==> config.mk <==
export PLATFORM = sky130hd
export DESIGN_NAME = hbs_apb_regs
export DESIGN_NICKNAME = d
export VERILOG_FILES = /design/src/hbs_pkg.sv /design/src/hbs_apb_regs.sv
export SDC_FILE = /design/constraint.sdc
export NUM_CORES = 1
export LEC_CHECK = 0
export BUFFER_PORTS_ARGS = -buffer_cell sky130_fd_sc_hd__buf_2
export CAP_MARGIN = 5
export CORE_MARGIN = 3
export CORE_UTILIZATION = 32
export CTS_CLUSTER_SIZE = 30
export DETAILED_ROUTE_END_ITERATION = 8
export GPL_TIMING_DRIVEN = 0
export PLACE_DENSITY = 0.76
export SLEW_MARGIN = 20
export SYNTH_ARGS = -nofsm -noshare
export SYNTH_HDL_FRONTEND = slang
export SYNTH_SLANG_ARGS = --single-unit
==> constraint.sdc <==
create_clock -name clk_i -period 0.8 [get_ports clk_i]
set_input_delay 0.16 -clock clk_i [delete_from_list [all_inputs] [get_ports clk_i]]
set_output_delay 0.16 -clock clk_i [all_outputs]
set_load 0.02 [all_outputs]
==> src/hbs_pkg.sv <==
// ----------------------------------------------------------------------------
// hbs_pkg: shared constants and types of the heightfield bilinear sampler
// grid geometry, field widths, bank layout and register map
// ----------------------------------------------------------------------------
`default_nettype none

package hbs_pkg;

  // grid geometry
  localparam int GRID_WIDTH  = 64;
  localparam int GRID_DEPTH  = 64;
  localparam int COL_W       = $clog2(GRID_WIDTH);
  localparam int ROW_W       = $clog2(GRID_DEPTH);

  // four banks split by column and row parity, so the four corners of a
  // cell always fall in different banks
  localparam int NUM_BANKS   = 4;
  localparam int BANK_SEL_W  = 2;
  localparam int BANK_AW     = COL_W + ROW_W - 2;
  localparam int BANK_DEPTH  = 2 ** BANK_AW;

  // field widths
  localparam int HEIGHT_W    = 16;
  localparam int FRAC_W      = 8;
  localparam int INV_W       = 16;
  localparam int POS_X_W     = 20;
  localparam int POS_Z_W     = 21;

  // datapath widths
  localparam int GX_W        = POS_X_W + INV_W;
  localparam int GZ_W        = POS_Z_W + INV_W;
  localparam int INT_SHIFT   = 2 * FRAC_W;
  localparam int CELLX_W     = GX_W - INT_SHIFT;
  localparam int CELLZ_W     = GZ_W - INT_SHIFT;
  localparam int WGT_W       = FRAC_W + 1;
  localparam int PROD_W      = HEIGHT_W + WGT_W;
  localparam int BLEND_W     = PROD_W + WGT_W;
  localparam int ROUND_BIAS  = 2 ** (INT_SHIFT - 1);

  // configuration port
  localparam int PADDR_W     = 3;
  localparam int PDATA_W     = 32;
  localparam int REG_IDX_W   = PADDR_W - 2;
  localparam logic [REG_IDX_W-1:0] REG_INV_SPACING = REG_IDX_W'(0);
  localparam logic [INV_W-1:0]     INV_RESET       = INV_W'(256);

  typedef enum logic [0:0] {
    OP_WRITE = 1'b0,
    OP_QUERY = 1'b1
  } op_e;

endpackage

`default_nettype wire

==> src/hbs_apb_regs.sv <==
// ----------------------------------------------------------------------------
// hbs_apb_regs: configuration register block
// holds the inverse grid spacing, written and read over the apb port
// ----------------------------------------------------------------------------
`default_nettype none

module hbs_apb_regs (
  input  logic                          clk_i,
  input  logic                          rst_ni,
  input  logic                          psel,
  input  logic                          penable,
  input  logic                          pwrite,
  input  logic [hbs_pkg::PADDR_W-1:0]   paddr,
  input  logic [hbs_pkg::PDATA_W-1:0]   pwdata,
  output logic [hbs_pkg::PDATA_W-1:0]   prdata,
  output logic                          pready,
  output logic [hbs_pkg::INV_W-1:0]     inv_spacing_o
);
  import hbs_pkg::*;

  logic [REG_IDX_W-1:0] reg_idx;
  logic                 wr_en;
  logic [INV_W-1:0]     inv_q;
  logic [INV_W-1:0]     inv_d;

  assign reg_idx = paddr[PADDR_W-1:2];
  assign wr_en   = psel && penable && pwrite;
  assign pready  = 1'b1;

  always_comb begin
    inv_d = inv_q;
    unique case (reg_idx)
      REG_INV_SPACING: if (wr_en) begin
        inv_d = pwdata[INV_W-1:0];
      end
      default: inv_d = inv_q;
    endcase
  end

  always_comb begin
    unique case (reg_idx)
      REG_INV_SPACING: prdata = PDATA_W'(inv_q);
      default:         prdata = '0;
    endcase
  end

  always_ff @(posedge clk_i or negedge rst_ni) begin
    if (!rst_ni) begin
      inv_q <= INV_RESET;
    end else begin
      inv_q <= inv_d;
    end
  end

  assign inv_spacing_o = inv_q;

endmodule

`default_nettype wire
# == After elaboration in Yosys (flattened, before gate mapping) ==
# Cells that the tools add are included.
# totals
out_inout_bits,49
ff_bits,16
# op_classes
n_reduce_logical,3
bitwise,1
muxes,1
# ops
operator,n
2-to-1 mux 16 bit,1
logical AND 1 bit,2
AND reduction 2 bit,1
inverter 1 bit,1

# == Depth between registers and ports, before layout ==
# depth
depth_word,3
mapped_depth,3
ltp_nobuf,2

# == Worst setup path before layout ==
# Ideal clock, no wire load.
# synth_timing
path_type,reg2out
from,"register inv_q[8], in the netlist inv_spacing_o[8]"
to,output prdata[8] (netlist bit)
path_slack_ps,-295
arrival_ps,935
stages_incl_launch_ff,2
path_cell_list,dfstp_2 -> nor2b_1
# synth_via
elab_chain_cells,1
# synth_lines
element,line,rtl
"start, declared",hbs_apb_regs.sv:23,logic [INV_W-1:0] inv_q;
"start signal, assigned",hbs_apb_regs.sv:51,inv_q <= inv_d;
2-to-1 mux 16 bit,hbs_apb_regs.sv:41,unique case (reg_idx)
"end, declared",hbs_apb_regs.sv:15,"output logic [hbs_pkg::PDATA_W-1:0] prdata,"
# Every way passes these cells.

# == Worst setup path after layout ==
# Same ends and word-level chain as after synthesis.

==> reports/results.ini <==
[sta]
rsz0062_at_grt=yes
totalNegativeSetupSlack_ps=-10770
fin_skew_ps=0
timing.final.crit_share_pct=154
hold_violations=0
finalSetupViolCount=45
max_freq_ghz=0.813
post-route-min-period_ps=1230
drv_slew=0
finalWorstSetupSlack_ps=-430

[clocking]
cts_root_buf=clkbuf_4
cts_tree=done
insertion_delay_ps=270
cts_buffers=3
htree_num_levels=1
path_clk_slew_ps=100
ctsLongestPathBuffers=2
cts.sinks=16

[synth]
synth_area_per_cell_sq_um=12.9
synthesis.area_sq_um=901
synth_cell_types=11
synth_top_area_share_pct=41.7
ys_warn_count=0
ys_ff_latch=16
synth_largest_area_cell=dfrtp_1
synth-seq-area-share_pct=44.6
syn_inst=70
synth_area_leaders=dfrtp_1 (42%), mux2_4 (17%), buf_4 (14%)

[grt]
grt_max_degree=17
grt_pass1_wl_mm=3.78
first_global_vias=829
antenna_found_initial=0
grt-ovfl-total=0
grt_usage_pct=14.5

[setup_path]
rr_worst_depth=3
crit_fanout=2
slowest_stage=dfstp_2
endpoint_kind=output pin
path_buf_inv=1
cp_slowest_stage_delay_ps=540
r2r_setup_slack_ps=-220
timing.rr.start=inv_spacing_o[7]$_DFFE_PN0P_
required_ps=640
cp_top_family=flip-flops
worst_setup_path_start_kind=register
path_class=register to output pin
cp.arrival_ps=1070
timing.rr.end=inv_spacing_o[7]$_DFFE_PN0P_
cp_cell_sequence=nor2b_4 > buf_6

[die]
design.core.area_sq_mm=0.00257
die_w_microns=59.1
die_h_microns=59.1
start_util_pct=35.1
core.rowCount=18
dieArea_sq_mm=0.00349
ios=89

[place]
gp_congestion=0.639
pre_cts_ws_ps=-416
portBuffers=53
hpwlAfterDp_mm=1.62

[min_path]
hold_path_depth=2
min_to=inv_spacing_o[9]$_DFFE_PN0P_
hold_class=input port to register
min_from=pwdata[9]

[routing]
drc_errors=0
wl_met2_mm=1.37
drt_iter0_drc=10
wl_per_cell_microns=13.2
drt_wl_total_mm=2.54
routed_via_density=4.15
wl_met3_microns=268
maxUsedRoutingLayer=met4
vias=797
met1_length_microns=873
detail-route-antenna-nets=0
first_pass_iters=2

[power_and_ir_drop]
power.density_mw_per_mm2=2090
p_leak_uw=0.00102
vdd_drop_max_mv=1.49

[layout]
largest_reg_flops=16
fin_nets=203
final_common_cell=buf_6
n_antenna_cell=0
drive_gt1_share_pct=80.9
layout_common_cells=buf_6 (46), buf_4 (21), buf_2 (20)
synthToLayoutAreaGrowth_pct=105

[outcome]
outcome=finished, violations left
violations=setup timing

[job]
max_cap_viol_count=0

-- report_power, final --
part           internal [uW]  total [uW]  switching (uW)
combinational           1310        2160             852
clock                    276         522             246
sequential              1010        1160             155
-- metrics by stage --
step                utilization [%]  std cells  total power (uW)  instance area [sq um]  hold WS, ps
finish                         71.8        192              3850                   1840          103
global route                   71.8        192              4050                   1840         92.7
CTS                            66.8        184              3590                   1720         93.8
detailed placement             52.5        168              2500                   1350         94.4
global placement               52.5        168              2460                   1350         89.6
floorplan                         -         85              2080                   1050         -136
-- synthesized netlist by cell type --
| cell type | n |
|---|---|
| nor2b_1 | 10 |
| clkbuf_1 | 1 |
| mux2_2 | 6 |
| and2b_1 | 6 |
| buf_4 | 17 |
| conb_1 | 2 |
| dfstp_2 | 1 |
| buf_6 | 1 |
| mux2_4 | 10 |
| nand4b_4 | 1 |
| dfrtp_1 | 15 |
-- per-layer routing --
layer	GRT usage [%]	vias up
met5	0	-
met4	3.24	0
met3	3.49	2
met2	27.0	55
met1	16.7	360
li1	-	380
-- timing repair --
| action | in CTS | in global routing |
|---|---|---|
| hold endpoints to repair | 15 | 0 |
| buffers inserted | 10 | 9 |
| cloned | 1 | 0 |
| hold buffers | 1 | 0 |
| gates resized for setup | 69 | 20 |
| setup endpoints to repair | 43 | 48 |
-- cell families after synthesis --
family	after synthesis	synth area share [%]
buffers and inverters	19	15.8
and+or+nand+nor	17	14.6
muxes	16	24.2
DFF	16	44.6
other	2	0.834
-- final cells by class --
class	instances	area, sq um
fillers	179	724
repair buffers	73	703
multi-input cells	50	502
flip-flops and latches	16	409
plain buffers	19	155
well taps	30	37.5
clock buffers	4	36.3
-- worst max-delay path by stage --
stage / startpoint / to / slack [ps] / depth (start not counted)
global route: inv_spacing_o[8]$_DFFE_PN1P_ / prdata[8] / -480 / 2
detailed placement: paddr[2] / inv_spacing_o[7]$_DFFE_PN0P_ / -420 / 4
floorplan: paddr[2] / inv_spacing_o[0]$_DFFE_PN0P_ / -160 / 3
CTS: inv_spacing_o[8]$_DFFE_PN1P_ / prdata[8] / -440 / 2
finish: inv_spacing_o[8]$_DFFE_PN1P_ / prdata[8] / -430 / 2
global placement: paddr[2] / inv_spacing_o[2]$_DFFE_PN0P_ / -400 / 4
No activity file was read; power rests on OpenSTA's default activity.
